### config.mk
export PLATFORM = sky130hd
export DESIGN_NAME = sph_density_pressure_unit
export DESIGN_NICKNAME = d
export VERILOG_FILES = /design/src/rtl/sdp_pkg.sv /design/src/rtl/sdp_mul.sv /design/src/rtl/sdp_div.sv /design/src/rtl/sdp_sqrt.sv /design/src/rtl/sph_density_pressure_unit.sv
export SDC_FILE = /design/constraint.sdc
export NUM_CORES = 2
export LEC_CHECK = 0
export BUFFER_PORTS_ARGS = -buffer_cell sky130_fd_sc_hd__buf_2
export CAP_MARGIN = 20
export CORE_UTILIZATION = 30
export DETAILED_ROUTE_END_ITERATION = 6
export PLACE_DENSITY = 0.56
export SLEW_MARGIN = 10
export SYNTH_ARGS = -nofsm -noshare
export SYNTH_HDL_FRONTEND = slang
export SYNTH_SLANG_ARGS = --single-unit
### constraint.sdc
create_clock -name clk_i -period 14.4 [get_ports clk_i]
set_input_delay 0.72 -clock clk_i [delete_from_list [all_inputs] [get_ports clk_i]]
set_output_delay 0.72 -clock clk_i [all_outputs]
set_load 0.01 [all_outputs]
### src/rtl/sdp_pkg.sv
package sdp_pkg;

  localparam int unsigned FracBits = 16;
  localparam int unsigned ValueWidth = 32;
  localparam int unsigned AccWidth = ValueWidth + 8;

  localparam logic [ValueWidth-1:0] One = 32'h0001_0000;
  localparam logic [15:0] SplineC = 16'd29816;
  localparam logic [61:0] WideMax = '1;
  localparam logic [AccWidth-1:0] AccMax = '1;
  localparam logic [ValueWidth-1:0] ValueMax = '1;

  localparam logic [ValueWidth-1:0] RstSmoothing = 32'h0001_0000;
  localparam logic [ValueWidth-1:0] RstMass = 32'h0001_0000;
  localparam logic [ValueWidth-1:0] RstRestDensity = 32'd65536000;
  localparam logic [ValueWidth-1:0] RstStiffness = 32'h0001_0000;
  localparam logic [2:0] RstExponent = 3'd7;

  typedef struct packed {
    logic signed [ValueWidth-1:0] self_x;
    logic signed [ValueWidth-1:0] self_y;
    logic signed [ValueWidth-1:0] nbr_x;
    logic signed [ValueWidth-1:0] nbr_y;
    logic                         nbr_solid;
    logic                         has_neighbor;
    logic                         last_neighbor;
  } sdp_in_t;

  typedef struct packed {
    logic [ValueWidth-1:0] density;
    logic [ValueWidth-1:0] pressure;
    logic                  saturated;
  } sdp_out_t;

  typedef enum logic [2:0] {
    CFG_SMOOTHING = 3'd0,
    CFG_FLUID_MASS = 3'd1,
    CFG_SOLID_MASS = 3'd2,
    CFG_REST_DENSITY = 3'd3,
    CFG_STIFFNESS = 3'd4,
    CFG_EXPONENT = 3'd5
  } sdp_cfg_e;

  typedef enum logic [4:0] {
    ST_IDLE,
    ST_DIFF,
    ST_QX,
    ST_QY,
    ST_MX,
    ST_MY,
    ST_SQRT,
    ST_P1,
    ST_P2,
    ST_SH,
    ST_TM,
    ST_D1,
    ST_D2,
    ST_ACC,
    ST_LAST,
    ST_RATIO,
    ST_POW,
    ST_PMUL,
    ST_KMUL,
    ST_KW,
    ST_OUT
  } sdp_state_e;

endpackage

### src/rtl/sdp_mul.sv
module sdp_mul (
  input  logic        clk_i,
  input  logic        rst_ni,
  input  logic        start_i,
  input  logic [63:0] a_i,
  input  logic [63:0] b_i,
  output logic        done_o,
  output logic [79:0] prod_o,
  output logic        ovf_o
);

  logic [63:0] a_q, b_q;
  logic [79:0] acc_q;
  logic        ovf_q, busy_q, done_q;
  logic [6:0]  cnt_q;
  logic [81:0] sum;

  assign sum = {1'b0, acc_q, 1'b0} + (b_q[63] ? {18'b0, a_q} : 82'b0);

  always_ff @(posedge clk_i or negedge rst_ni) begin
    if (!rst_ni) begin
      busy_q <= 1'b0;
      done_q <= 1'b0;
      cnt_q  <= '0;
    end else begin
      done_q <= 1'b0;
      if (start_i) begin
        busy_q <= 1'b1;
        cnt_q  <= 7'd64;
      end else if (busy_q) begin
        cnt_q <= cnt_q - 7'd1;
        if (cnt_q == 7'd1) begin
          busy_q <= 1'b0;
          done_q <= 1'b1;
        end
      end
    end
  end

  always_ff @(posedge clk_i) begin
    if (start_i) begin
      a_q   <= a_i;
      b_q   <= b_i;
      acc_q <= '0;
      ovf_q <= 1'b0;
    end else if (busy_q) begin
      acc_q <= sum[79:0];
      ovf_q <= ovf_q | (|sum[81:80]);
      b_q   <= {b_q[62:0], 1'b0};
    end
  end

  assign done_o = done_q;
  assign prod_o = acc_q;
  assign ovf_o  = ovf_q;

endmodule

### src/rtl/sdp_div.sv
module sdp_div (
  input  logic        clk_i,
  input  logic        rst_ni,
  input  logic        start_i,
  input  logic [47:0] x_i,
  input  logic [31:0] d_i,
  output logic        done_o,
  output logic [63:0] quo_o,
  output logic        dz_o
);

  logic [63:0] n_q, quo_q;
  logic [31:0] d_q, rem_q;
  logic        busy_q, done_q;
  logic [6:0]  cnt_q;
  logic [32:0] rem_sh, rem_sub;
  logic        ge;

  assign rem_sh  = {rem_q, n_q[63]};
  assign ge      = rem_sh >= {1'b0, d_q};
  assign rem_sub = rem_sh - {1'b0, d_q};

  always_ff @(posedge clk_i or negedge rst_ni) begin
    if (!rst_ni) begin
      busy_q <= 1'b0;
      done_q <= 1'b0;
      cnt_q  <= '0;
    end else begin
      done_q <= 1'b0;
      if (start_i) begin
        busy_q <= 1'b1;
        cnt_q  <= 7'd64;
      end else if (busy_q) begin
        cnt_q <= cnt_q - 7'd1;
        if (cnt_q == 7'd1) begin
          busy_q <= 1'b0;
          done_q <= 1'b1;
        end
      end
    end
  end

  always_ff @(posedge clk_i) begin
    if (start_i) begin
      n_q   <= {x_i, 16'b0};
      d_q   <= d_i;
      rem_q <= '0;
      quo_q <= '0;
    end else if (busy_q) begin
      n_q   <= {n_q[62:0], 1'b0};
      rem_q <= ge ? rem_sub[31:0] : rem_sh[31:0];
      quo_q <= {quo_q[62:0], ge};
    end
  end

  assign done_o = done_q;
  assign quo_o  = quo_q;
  assign dz_o   = (d_q == 32'd0);

endmodule

### src/rtl/sdp_sqrt.sv
module sdp_sqrt (
  input  logic        clk_i,
  input  logic        rst_ni,
  input  logic        start_i,
  input  logic [35:0] v_i,
  output logic        done_o,
  output logic [17:0] res_o
);

  logic [35:0] v_q, res_q, bit_q, trial;
  logic        busy_q, done_q;
  logic [4:0]  cnt_q;

  assign trial = res_q + bit_q;

  always_ff @(posedge clk_i or negedge rst_ni) begin
    if (!rst_ni) begin
      busy_q <= 1'b0;
      done_q <= 1'b0;
      cnt_q  <= '0;
    end else begin
      done_q <= 1'b0;
      if (start_i) begin
        busy_q <= 1'b1;
        cnt_q  <= 5'd18;
      end else if (busy_q) begin
        cnt_q <= cnt_q - 5'd1;
        if (cnt_q == 5'd1) begin
          busy_q <= 1'b0;
          done_q <= 1'b1;
        end
      end
    end
  end

  always_ff @(posedge clk_i) begin
    if (start_i) begin
      v_q   <= v_i;
      res_q <= '0;
      bit_q <= 36'h4_0000_0000;
    end else if (busy_q) begin
      if (v_q >= trial) begin
        v_q   <= v_q - trial;
        res_q <= (res_q >> 1) + bit_q;
      end else begin
        res_q <= res_q >> 1;
      end
      bit_q <= bit_q >> 2;
    end
  end

  assign done_o = done_q;
  assign res_o  = res_q[17:0];

endmodule

### src/rtl/sph_density_pressure_unit.sv
// Channel | Direction | Handshake                | Payload
// in      | input     | in_valid_i / in_ready_o  | in_data_i  (sdp_in_t)
// out     | output    | out_valid_o / out_ready_i| out_data_o (sdp_out_t)
// cfg     | input     | cfg_we_i                 | cfg_addr_i, cfg_wdata_i
// A neighbour transaction runs four 64-step divisions, six 64-step multiplications
// and an 18-step square root, one unit busy at a time.
// A last transaction adds one division and up to eight multiplications.
// Reset clears the sequencer, the running sum and the configuration registers to their defaults.
// A result waiting in the output register stalls only the next last transaction.
module sph_density_pressure_unit (
  input  logic              clk_i,
  input  logic              rst_ni,
  input  logic              in_valid_i,
  output logic              in_ready_o,
  input  sdp_pkg::sdp_in_t  in_data_i,
  output logic              out_valid_o,
  input  logic              out_ready_i,
  output sdp_pkg::sdp_out_t out_data_o,
  input  logic              cfg_we_i,
  input  logic [2:0]        cfg_addr_i,
  input  logic [31:0]       cfg_wdata_i
);

  sdp_pkg::sdp_state_e state_q, state_d;
  sdp_pkg::sdp_in_t    in_q;
  sdp_pkg::sdp_out_t   out_q, out_d;
  logic out_valid_q, out_valid_d;

  logic [31:0] h_q, fmass_q, smass_q, rho0_q, k_q;
  logic [2:0]  exp_q;

  logic [39:0] acc_q, acc_d, term_q, term_d;
  logic [16:0] qx_q, qx_d, qy_q, qy_d, base_q, base_d, x2_q, x2_d;
  logic [34:0] sq_q, sq_d;
  logic        inner_q, inner_d;
  logic [31:0] dens_q, dens_d;
  logic [31:0] pres_q, pres_d;
  logic [47:0] ratio_q, ratio_d;
  logic [61:0] p_q, p_d;
  logic [2:0]  cnt_q, cnt_d;
  logic        povf_q, povf_d, sat_q, sat_d;

  logic        mul_start, mul_done, mul_ovf;
  logic [63:0] mul_a, mul_b;
  logic [79:0] mul_prod;
  logic        div_start, div_done, div_dz;
  logic [47:0] div_x;
  logic [31:0] div_d;
  logic [63:0] div_quo;
  logic        sq_start, sq_done;
  logic [35:0] sq_v;
  logic [17:0] sq_res;

  logic signed [32:0] ddx, ddy;
  logic [32:0] dx, dy, h2;
  logic [16:0] x3;
  logic signed [19:0] poly;
  logic [16:0] fval;
  logic [40:0] acc_sum;
  logic [63:0] mfrac;
  logic [39:0] dmax;

  sdp_mul u_mul (
    .clk_i, .rst_ni, .start_i(mul_start), .a_i(mul_a), .b_i(mul_b),
    .done_o(mul_done), .prod_o(mul_prod), .ovf_o(mul_ovf)
  );

  sdp_div u_div (
    .clk_i, .rst_ni, .start_i(div_start), .x_i(div_x), .d_i(div_d),
    .done_o(div_done), .quo_o(div_quo), .dz_o(div_dz)
  );

  sdp_sqrt u_sqrt (
    .clk_i, .rst_ni, .start_i(sq_start), .v_i(sq_v),
    .done_o(sq_done), .res_o(sq_res)
  );

  assign ddx   = {in_q.self_x[31], in_q.self_x} - {in_q.nbr_x[31], in_q.nbr_x};
  assign ddy   = {in_q.self_y[31], in_q.self_y} - {in_q.nbr_y[31], in_q.nbr_y};
  assign dx    = ddx[32] ? 33'(-ddx) : 33'(ddx);
  assign dy    = ddy[32] ? 33'(-ddy) : 33'(ddy);
  assign h2    = {h_q, 1'b0};
  assign x3    = mul_prod[32:16];
  assign poly  = 20'sd65536 - signed'(20'(({3'b0, x2_q} * 20'd3) >> 1))
               + signed'(20'(({3'b0, x3} * 20'd3) >> 2));
  assign mfrac = mul_prod[79:16];
  assign acc_sum = {1'b0, acc_q} + {1'b0, term_q};
  assign dmax  = (acc_q < {8'b0, rho0_q}) ? {8'b0, rho0_q} : acc_q;

  always_comb begin
    state_d     = state_q;
    acc_d       = acc_q;
    term_d      = term_q;
    qx_d        = qx_q;
    qy_d        = qy_q;
    sq_d        = sq_q;
    base_d      = base_q;
    x2_d        = x2_q;
    inner_d     = inner_q;
    dens_d      = dens_q;
    pres_d      = pres_q;
    ratio_d     = ratio_q;
    p_d         = p_q;
    cnt_d       = cnt_q;
    povf_d      = povf_q;
    sat_d       = sat_q;
    out_d       = out_q;
    out_valid_d = out_valid_q && !out_ready_i;
    mul_start   = 1'b0;
    mul_a       = '0;
    mul_b       = '0;
    div_start   = 1'b0;
    div_x       = '0;
    div_d       = h_q;
    sq_start    = 1'b0;
    sq_v        = '0;
    fval        = '0;
    in_ready_o  = 1'b0;
    case (state_q)
      sdp_pkg::ST_IDLE: begin
        in_ready_o = 1'b1;
        if (in_valid_i) begin
          state_d = in_data_i.has_neighbor ? sdp_pkg::ST_DIFF : sdp_pkg::ST_LAST;
        end
      end
      sdp_pkg::ST_DIFF: begin
        if (dx >= h2 || dy >= h2) begin
          term_d  = '0;
          state_d = sdp_pkg::ST_ACC;
        end else begin
          div_start = 1'b1;
          div_x     = {15'b0, dx};
          state_d   = sdp_pkg::ST_QX;
        end
      end
      sdp_pkg::ST_QX: begin
        if (div_done) begin
          qx_d      = div_quo[16:0];
          div_start = 1'b1;
          div_x     = {15'b0, dy};
          state_d   = sdp_pkg::ST_QY;
        end
      end
      sdp_pkg::ST_QY: begin
        if (div_done) begin
          qy_d      = div_quo[16:0];
          mul_start = 1'b1;
          mul_a     = {47'b0, qx_q};
          mul_b     = {47'b0, qx_q};
          state_d   = sdp_pkg::ST_MX;
        end
      end
      sdp_pkg::ST_MX: begin
        if (mul_done) begin
          sq_d      = mul_prod[34:0];
          mul_start = 1'b1;
          mul_a     = {47'b0, qy_q};
          mul_b     = {47'b0, qy_q};
          state_d   = sdp_pkg::ST_MY;
        end
      end
      sdp_pkg::ST_MY: begin
        if (mul_done) begin
          sq_start = 1'b1;
          sq_v     = {1'b0, sq_q} + mul_prod[35:0];
          state_d  = sdp_pkg::ST_SQRT;
        end
      end
      sdp_pkg::ST_SQRT: begin
        if (sq_done) begin
          if (sq_res >= 18'h2_0000) begin
            term_d  = '0;
            state_d = sdp_pkg::ST_ACC;
          end else begin
            inner_d   = sq_res <= 18'h1_0000;
            base_d    = (sq_res <= 18'h1_0000) ? sq_res[16:0]
                                               : 17'(18'h2_0000 - sq_res);
            mul_start = 1'b1;
            mul_a     = {47'b0, base_d};
            mul_b     = {47'b0, base_d};
            state_d   = sdp_pkg::ST_P1;
          end
        end
      end
      sdp_pkg::ST_P1: begin
        if (mul_done) begin
          x2_d      = mul_prod[32:16];
          mul_start = 1'b1;
          mul_a     = {47'b0, mul_prod[32:16]};
          mul_b     = {47'b0, base_q};
          state_d   = sdp_pkg::ST_P2;
        end
      end
      sdp_pkg::ST_P2: begin
        if (mul_done) begin
          if (inner_q) begin
            fval = poly[19] ? 17'd0 : poly[16:0];
          end else begin
            fval = x3 >> 2;
          end
          mul_start = 1'b1;
          mul_a     = {47'b0, fval};
          mul_b     = {48'b0, sdp_pkg::SplineC};
          state_d   = sdp_pkg::ST_SH;
        end
      end
      sdp_pkg::ST_SH: begin
        if (mul_done) begin
          mul_start = 1'b1;
          mul_a     = {32'b0, (in_q.nbr_solid ? smass_q : fmass_q)};
          mul_b     = {48'b0, mul_prod[31:16]};
          state_d   = sdp_pkg::ST_TM;
        end
      end
      sdp_pkg::ST_TM: begin
        if (mul_done) begin
          div_start = 1'b1;
          div_x     = mul_prod[63:16];
          state_d   = sdp_pkg::ST_D1;
        end
      end
      sdp_pkg::ST_D1: begin
        if (div_done) begin
          div_start = 1'b1;
          div_x     = div_quo[47:0];
          state_d   = sdp_pkg::ST_D2;
        end
      end
      sdp_pkg::ST_D2: begin
        if (div_done) begin
          term_d  = (div_quo > {24'b0, sdp_pkg::AccMax}) ? sdp_pkg::AccMax : div_quo[39:0];
          state_d = sdp_pkg::ST_ACC;
        end
      end
      sdp_pkg::ST_ACC: begin
        acc_d   = acc_sum[40] ? sdp_pkg::AccMax : acc_sum[39:0];
        state_d = sdp_pkg::ST_LAST;
      end
      sdp_pkg::ST_LAST: begin
        if (!in_q.last_neighbor) begin
          state_d = sdp_pkg::ST_IDLE;
        end else begin
          sat_d     = |dmax[39:32];
          dens_d    = (|dmax[39:32]) ? sdp_pkg::ValueMax : dmax[31:0];
          div_start = 1'b1;
          div_x     = {16'b0, dens_d};
          div_d     = rho0_q;
          state_d   = sdp_pkg::ST_RATIO;
        end
      end
      sdp_pkg::ST_RATIO: begin
        if (div_done) begin
          ratio_d = div_quo[47:0];
          povf_d  = div_dz;
          p_d     = {30'b0, sdp_pkg::One};
          cnt_d   = '0;
          state_d = sdp_pkg::ST_POW;
        end
      end
      sdp_pkg::ST_POW: begin
        if (cnt_q < exp_q) begin
          mul_start = 1'b1;
          mul_a     = {2'b0, p_q};
          mul_b     = {16'b0, ratio_q};
          state_d   = sdp_pkg::ST_PMUL;
        end else begin
          state_d = sdp_pkg::ST_KMUL;
        end
      end
      sdp_pkg::ST_PMUL: begin
        if (mul_done) begin
          if (mul_ovf || mfrac > {2'b0, sdp_pkg::WideMax}) begin
            p_d    = sdp_pkg::WideMax;
            povf_d = 1'b1;
          end else begin
            p_d = mfrac[61:0];
          end
          cnt_d   = cnt_q + 3'd1;
          state_d = sdp_pkg::ST_POW;
        end
      end
      sdp_pkg::ST_KMUL: begin
        if (povf_q) begin
          pres_d  = (k_q != 32'd0) ? sdp_pkg::ValueMax : 32'd0;
          sat_d   = sat_q | (k_q != 32'd0);
          state_d = sdp_pkg::ST_OUT;
        end else begin
          mul_start = 1'b1;
          mul_a     = {32'b0, k_q};
          mul_b     = (p_q > {30'b0, sdp_pkg::One}) ? {2'b0, p_q - {30'b0, sdp_pkg::One}}
                                                  : 64'd0;
          state_d   = sdp_pkg::ST_KW;
        end
      end
      sdp_pkg::ST_KW: begin
        if (mul_done) begin
          if (mul_ovf || (|mfrac[63:32])) begin
            pres_d = sdp_pkg::ValueMax;
            sat_d  = 1'b1;
          end else begin
            pres_d = mfrac[31:0];
          end
          state_d = sdp_pkg::ST_OUT;
        end
      end
      sdp_pkg::ST_OUT: begin
        if (!out_valid_q || out_ready_i) begin
          out_d.density   = dens_q;
          out_d.pressure  = pres_q;
          out_d.saturated = sat_q;
          out_valid_d     = 1'b1;
          acc_d           = '0;
          state_d         = sdp_pkg::ST_IDLE;
        end
      end
      default: state_d = sdp_pkg::ST_IDLE;
    endcase
  end

  always_ff @(posedge clk_i or negedge rst_ni) begin
    if (!rst_ni) begin
      state_q     <= sdp_pkg::ST_IDLE;
      out_valid_q <= 1'b0;
      acc_q       <= '0;
      h_q         <= sdp_pkg::RstSmoothing;
      fmass_q     <= sdp_pkg::RstMass;
      smass_q     <= sdp_pkg::RstMass;
      rho0_q      <= sdp_pkg::RstRestDensity;
      k_q         <= sdp_pkg::RstStiffness;
      exp_q       <= sdp_pkg::RstExponent;
    end else begin
      state_q     <= state_d;
      out_valid_q <= out_valid_d;
      acc_q       <= acc_d;
      if (cfg_we_i) begin
        case (cfg_addr_i)
          sdp_pkg::CFG_SMOOTHING:    h_q     <= cfg_wdata_i;
          sdp_pkg::CFG_FLUID_MASS:   fmass_q <= cfg_wdata_i;
          sdp_pkg::CFG_SOLID_MASS:   smass_q <= cfg_wdata_i;
          sdp_pkg::CFG_REST_DENSITY: rho0_q  <= cfg_wdata_i;
          sdp_pkg::CFG_STIFFNESS:    k_q     <= cfg_wdata_i;
          sdp_pkg::CFG_EXPONENT:     exp_q   <= cfg_wdata_i[2:0];
          default: ;
        endcase
      end
    end
  end

  always_ff @(posedge clk_i) begin
    if (in_valid_i && in_ready_o) begin
      in_q <= in_data_i;
    end
    out_q   <= out_d;
    term_q  <= term_d;
    qx_q    <= qx_d;
    qy_q    <= qy_d;
    sq_q    <= sq_d;
    base_q  <= base_d;
    x2_q    <= x2_d;
    inner_q <= inner_d;
    dens_q  <= dens_d;
    pres_q  <= pres_d;
    ratio_q <= ratio_d;
    p_q     <= p_d;
    cnt_q   <= cnt_d;
    povf_q  <= povf_d;
    sat_q   <= sat_d;
  end

  assign out_valid_o = out_valid_q;
  assign out_data_o  = out_q;

`ifndef SYNTHESIS
  a_busy_after_accept: assert property (@(posedge clk_i) disable iff (!rst_ni)
    (in_valid_i && in_ready_o) |=> !in_ready_o)
    else $error("accepted while busy");
  a_result_from_out: assert property (@(posedge clk_i) disable iff (!rst_ni)
    (out_valid_o && !$past(out_valid_o)) |-> $past(state_q == sdp_pkg::ST_OUT))
    else $error("result without output step");
  a_sum_cleared: assert property (@(posedge clk_i) disable iff (!rst_ni)
    (state_q == sdp_pkg::ST_OUT && state_d == sdp_pkg::ST_IDLE) |=> (acc_q == '0))
    else $error("sum not cleared");
`endif

endmodule

* Word-level counts from Yosys, hierarchy flattened *
Index checks and enable logic that the tools add are counted.

word-level totals
  register bits after elaboration = 1,227
  input port bits = 171

operators by class
  add/sub/neg operators = 19
  multipliers = 2
  $lt $le $gt $ge = 11
  equal/unequal tests = 50
  mux-type cells = 136
  bitwise gates (word level) = 3
  reduce and logical (&&, ||, !) cells = 48

operators by type and width
  cell                                                                                count
  62-bit case mux with 8 select lines                                                 2
  32-bit two-way mux                                                                  12
  62-bit two-way mux                                                                  6
  40-bit two-way mux                                                                  8
  64-bit two-way mux                                                                  5
  48-bit case mux with 5 select lines                                                 1
  36-bit two-way mux                                                                  6
  17-bit two-way mux                                                                  10
  48-bit two-way mux                                                                  3
  33-bit two-way mux                                                                  4
  62-bit case mux with 2 select lines                                                 1
  40-bit case mux with 3 select lines                                                 1
  5-bit case mux with 21 select lines                                                 1
  5-bit two-way mux                                                                   18
  81-bit by 82-bit adder with 82-bit output                                           1
  40-bit case mux with 2 select lines                                                 1
  33-bit greater-or-equal comparator                                                  2
  33-bit negation                                                                     2
  32-bit by 32-bit subtractor with 33-bit output                                      2
  64-bit by 40-bit greater-than comparator with 1-bit output (second input constant)  1
  64-bit by 62-bit greater-than comparator with 1-bit output (second input constant)  1
  32-bit case mux with 2 select lines                                                 1
  62-bit by 17-bit greater-than comparator with 1-bit output (second input constant)  1
  62-bit by 17-bit subtractor with 62-bit output (second input constant)              1
  62 further kinds                                                                    178

* Logic depth before layout (Yosys ltp) *
  depth in word-level cells = 8
  gate-level depth with buffers = 31

* Modules after synthesis *
Synthesis repeated with hierarchy kept, for this count alone.

unflattened totals
  cell total of the unflattened synthesis = 7,437
  area, all modules = 74,338.8 um2

by module, submodules not included
  module                     instances  cells each  area each (um2)  seq. area each (um2)
  sph_density_pressure_unit  1          4,320       44,524.0         20,801.2
  sdp_mul                    1          1,226       12,358.1         5,690.5
  sdp_div                    1          854         9,036.2          4,549.4
  sdp_sqrt                   1          1,037       8,420.6          2,337.2

* Worst setup path after synthesis *
Ideal clock, no wire load.

  path kind = reg2reg
  from = register in_q[3] in the netlist's numbering
  to = register term_q[0] (enable)
  setup time = 0.487 ns
  arrival time = 8.039 ns
  required time = 13.913 ns
  setup slack = 5.874 ns
  stages on the path, launching flop included = 26
  period minus slack after synthesis = 8.526 ns
  cells stage by stage = edfxtp_1 -> ha_1 -> fa_1 -> and2b_1 -> o2111ai_1 -> and4b_1 -> o31a_1 -> o41ai_1 -> xor2_1 -> or3_1 -> nor4_4 -> and4_1 -> a31oi_1 -> xor2_1 -> ha_1 -> nand4_1 -> nor2_1 -> and3_1 -> o311ai_0 -> nand3_1 -> a31oi_1 -> and4_1 -> and2_1 -> clkbuf_1 -> clkbuf_1 -> nor3_1

between the ends
  cells in the longest elaborated chain, start to end = 7

ends and longest elaborated chain
  element                                           line                              RTL
  start: declaration                                sph_density_pressure_unit.sv:25   sdp_pkg::sdp_in_t in_q;
  start signal: assignment                          sph_density_pressure_unit.sv:351  in_q <= in_data_i;
  32-bit by 32-bit subtractor with 33-bit output *  sph_density_pressure_unit.sv:79   assign ddy = {in_q.self_y[31], in_q.self_y} - {in_q.nbr_y[31], in_q.nbr_y};
  33-bit negation                                   sph_density_pressure_unit.sv:81   assign dy = ddy[32] ? 33'(-ddy) : 33'(ddy);
  33-bit two-way mux *                              sph_density_pressure_unit.sv:81
  33-bit greater-or-equal comparator *              sph_density_pressure_unit.sv:127  if (dx >= h2 || dy >= h2) begin
  1-bit logical OR *                                sph_density_pressure_unit.sv:127
  2-bit inequality test (no line) *                 --
  5-bit AND reduction (no line) *                   --
  end signal: assignment                            sph_density_pressure_unit.sv:354  term_q <= term_d;
  end: declaration                                  sph_density_pressure_unit.sv:32   logic [39:0] acc_q, acc_d, term_q, term_d;

Every way passes the cells marked *; elsewhere a longest branch is shown, timed or not.
A chain may end at the register's enable or synchronous reset.

* Worst setup path after layout *
  from = register in_q[3] in the netlist's numbering
  to = register u_div.n_q[23] (data pin)

between the ends
  cells in the longest elaborated chain, start to end = 8

ends and longest elaborated chain
  element                                                                                    line                              RTL
  32-bit by 32-bit subtractor with 33-bit output *                                           sph_density_pressure_unit.sv:79
  33-bit negation                                                                            sph_density_pressure_unit.sv:81
  33-bit two-way mux *                                                                       sph_density_pressure_unit.sv:81
  33-bit greater-or-equal comparator                                                         sph_density_pressure_unit.sv:127
  1-bit logical OR                                                                           sph_density_pressure_unit.sv:127
  33-bit two-way mux or 1-bit two-way mux (tied branches)                                    sph_density_pressure_unit.sv:127
  48-bit case mux with 5 select lines or 1-bit case mux with 4 select lines (tied branches)  sph_density_pressure_unit.sv:119  case (state_q)
  64-bit two-way mux *                                                                       sdp_div.sv:44                     if (start_i) begin
  end signal: assignment                                                                     sdp_div.sv:45                     n_q <= {x_i, 16'b0};
  end signal: assignment                                                                     sdp_div.sv:50                     n_q <= {n_q[62:0], 1'b0};
  end: declaration                                                                           sdp_div.sv:12                     logic [63:0] n_q, quo_q;

Marks and branches as above.

==> impl_metrics.yaml <==
cells_and_area:
  multi_input_area_um2: 35600
  area_delta_synth_final_pct: 13.8
  seq_area_um2: 33300
  post-route-cell-area_um2: 80900
  layoutNonFillerInstCount: 10446
  nFillCells: 23735
  utilization: 0.344
  fin_nets: 7813
  drive_above_1_share: 0.113
power:
  power_density_nw_per_um2: 192
  seqPwrFrac: 0.338
  pwr-share-clk: 0.245
  power_frac_comb: 0.417
  p_int_mw: 9.25
  swShare: 0.405
  vdd.ir_drop.worst_uv: 113
  p_leak_nw: 31.8
  p_switching_mw: 6.30
  finalPower_mw: 15.6
critical_path:
  cp-end-kind: "flip-flop"
  crit_path_start_kind: "flip-flop"
  crit_path_max_incr_delay_ns: 0.76
  slowest_stage: "inv_4"
  cp.required_ns: 14.97
  path_class: "reg -> reg"
  crit_start: "in_q[3]"
  arrival_ns: 9.33
  r2r_start: "in_q[3]"
  worstPathMaxFanout: 75
sta:
  holdWs_ns: 0.0701
  fin_setup_tns_ns: 0
  relSlewSlack: 0.169
  skew_ns: 0.0610
  fin_ws_ns: 5.65
  rsz0062_at_grt: "no"
  hold_viol: 0
  finalCriticalPeriod_ns: 8.75
  fmax_mhz: 114
  worst_slew_pin_slew_ns: 1.23
  setup_viol: 0
  finalMaxSlewViolations: 0
  post-route-period-util: 0.608
cts:
  cts.clk_slew.worst_paths_ns: 0.06
  clk_latency_ns: 0.83
  cts.repair.resized: 0
  cts_num_sinks: 1225
  root_buffer: "clkbuf_16"
  cts_buffer_depth: 3
  post_cts_buffers: 0
  cts_tree: "yes"
  htree_levels: 4
  cts-buffers-inserted: 145
floorplanning:
  initial_core_util: 0.302
  chipWidth_um: 489
  dieArea_um2: 239000
  ios: 238
  die_y_um: 489
  core-area_um2: 235000
  rows: 178
outcome:
  status: "finished, final reports clean"
place:
  gp_congestion: 0.919
  placement.io_buffers: 237
  place_ws_ns: 5.63
  dp_hpwl_mm: 171
  post_dp_cell_area_um2: 75900
  dp_cells: 10160
yosys:
  synth_warnings: 0
  synth_area_leaders: "edfxtp_1 32%, ha_1 8.2%, dfrtp_1 7.8%"
  syn_nets: 7659
  synth-seq-cells: 1225
  synth_top_cell_area_share: 0.321
  syn_area_per_cell_um2: 10.1
  synth-seq-area-share: 0.469
  synth_area_um2: 71100
  synth_edf_count: 760
  synth_ff_type: "edfxtp_1"
  synthCells: 7011
  yosys.area.top_type: "edfxtp_1"
  synthArstFlopShare: 0.191
  yosysUniqueCellTypes: 106
run:
  maxCapViolations: 0
global_routing:
  grt_usage: 0.190
  grt_max_degree: 112
  grt_pass1_vias: 53839
  antenna_found_initial: 18
  grt-ovfl-total: 0
  grt_pass1_wl_mm: 344
route:
  wl_mm: 231
  antenna_left: 0
  met1_length_mm: 102
  drt_iter0_drc: 4586
  route.met3.wl_mm: 13.0
  firstDrtPassIters: 6
  dr.max_layer_used: "met5"
  num_vias: 55345
  drc: 0
  wire_per_inst_um: 22.1
  via_per_inst: 5.30
  met2_length_mm: 107
min_path:
  min_path_type: "in -> reg"
  hold_path.startpoint: "in_data_i[56]"
timing repair:
item                                    4_1_cts  5_1_grt
endpoints found under the setup margin        0        0
endpoints found under the hold margin        29        0
hold buffers                                  6        0
final timing paths:
kind                       depth (start not counted)  slack, ns        endpoint
min in group asynchronous                          2       0.56   u_sqrt.busy_q
min                                                1       0.07        in_q[56]
min reg2reg                                        0       0.41  out_data_o[54]
max reg2reg                                       30       5.65   u_div.n_q[23]
max in group asynchronous                          3      12.16    u_mul.busy_q
max                                               30       5.65   u_div.n_q[23]
power groups by stage:
stage	Combinational, mW	Sequential [mW]	Clock, mW
after floorplan	4.74	4.98	0
after global placement	6.35	5.30	0
after detailed placement	6.42	5.31	0
after CTS	6.46	5.25	3.90
after global routing	7.16	5.33	4.02
final	6.49	5.26	3.80
placed cells by master (no fill, tap or decap), types with 30 or more instances in the layout:
| cell | instances |
|---|---|
| xor2_1 | 171 |
| buf_2 | 237 |
| o21ai_0 | 434 |
| a221o_1 | 72 |
| o21bai_1 | 51 |
| o211ai_1 | 38 |
| o21a_1 | 117 |
| clkbuf_16 | 145 |
| dfrtp_1 | 218 |
| a31oi_1 | 92 |
| nor2b_1 | 67 |
| ha_1 | 467 |
| nor2_1 | 675 |
| dfxtp_1 | 231 |
| buf_4 | 89 |
| nor3_1 | 87 |
| xnor2_1 | 302 |
| a22oi_1 | 32 |
| a211oi_1 | 49 |
| nand4_1 | 68 |
| nand3_1 | 105 |
| or3_1 | 34 |
| o31ai_1 | 30 |
| a222oi_1 | 43 |
| nor4_1 | 67 |
| nand2_1 | 537 |
| nand2b_1 | 55 |
| a221oi_1 | 48 |
| edfxtp_1 | 760 |
| mux2i_1 | 191 |
| a21oi_1 | 489 |
| a21o_1 | 198 |
| and3_1 | 32 |
| clkbuf_1 | 30 |
| inv_1 | 294 |
| mux2_2 | 135 |
| and2_1 | 113 |
synth_stat cells, types with 30 or more instances:
library cell	number
a211oi_1	49
a21o_1	198
a21oi_1	492
a221o_1	72
a221oi_1	48
a222oi_1	43
a22oi_1	32
a31oi_1	92
and2_1	114
and3_1	35
clkbuf_1	285
dfrtp_1	221
dfxtp_1	231
edfxtp_1	760
ha_1	467
inv_1	296
mux2_2	135
mux2i_1	191
nand2_1	538
nand2b_1	55
nand3_1	106
nand4_1	68
nor2_1	681
nor2b_1	67
nor3_1	93
nor4_1	68
o211ai_1	38
o21a_1	117
o21ai_0	436
o21bai_1	51
o31ai_1	30
or3_1	35
xnor2_1	302
xor2_1	171
final cells by class:
type | instances | share of cell area
well taps | 3150 | 0.0487
repair buffers | 335 | 0.0245
diodes | 8 | 0.000247
multi-input cells | 5158 | 0.440
flip-flops and latches | 1225 | 0.412
inverters | 300 | 0.0140
clock buffers | 183 | 0.0476
clock inverters | 87 | 0.0131
registers in the layout, indices dropped and copies added, names as in the netlist, 35 cells and up:
| signal | cells |
|---|---|
| p_q | 62 |
| u_mul.a_q | 62 |
| u_mul.prod_o | 80 |
| acc_q | 40 |
| u_mul.b_q | 64 |
| term_q | 40 |
| ratio_q | 48 |
| out_data_o | 65 |
| in_q | 130 |
| u_div.quo_o | 64 |
| u_sqrt.v_q | 36 |
| u_sqrt.res_q | 36 |
| sq_q | 35 |
| u_div.n_q | 48 |
cell families after synthesis:
logic type / Yosys count / synth area share
AOI/OAI and AO/OA: 1914 / 0.176
xor gates and xnor gates: 473 / 0.0583
adders and majority gates: 477 / 0.0850
buffers and inverters: 628 / 0.0337
DFF: 1225 / 0.469
muxes: 326 / 0.0483
and+or+nand+nor: 1968 / 0.130
worst max-delay path: cells and delay by family (launching register included):
kind	cells	cell delay, ns
buffers and inverters	3	1.88
and+or+nand+nor	12	2.58
adders and majority gates	3	0.95
xor gates and xnor gates	2	0.50
AOI/OAI and AO/OA	10	2.18
DFF	1	0.37
metal layers:
metal,vias up,track usage
met4,2,0.0782
met1,27145,0.249
li1,26141,-
met2,1699,0.311
met5,-,0
met3,358,0.0266
Power figures use the tool's default switching activity.
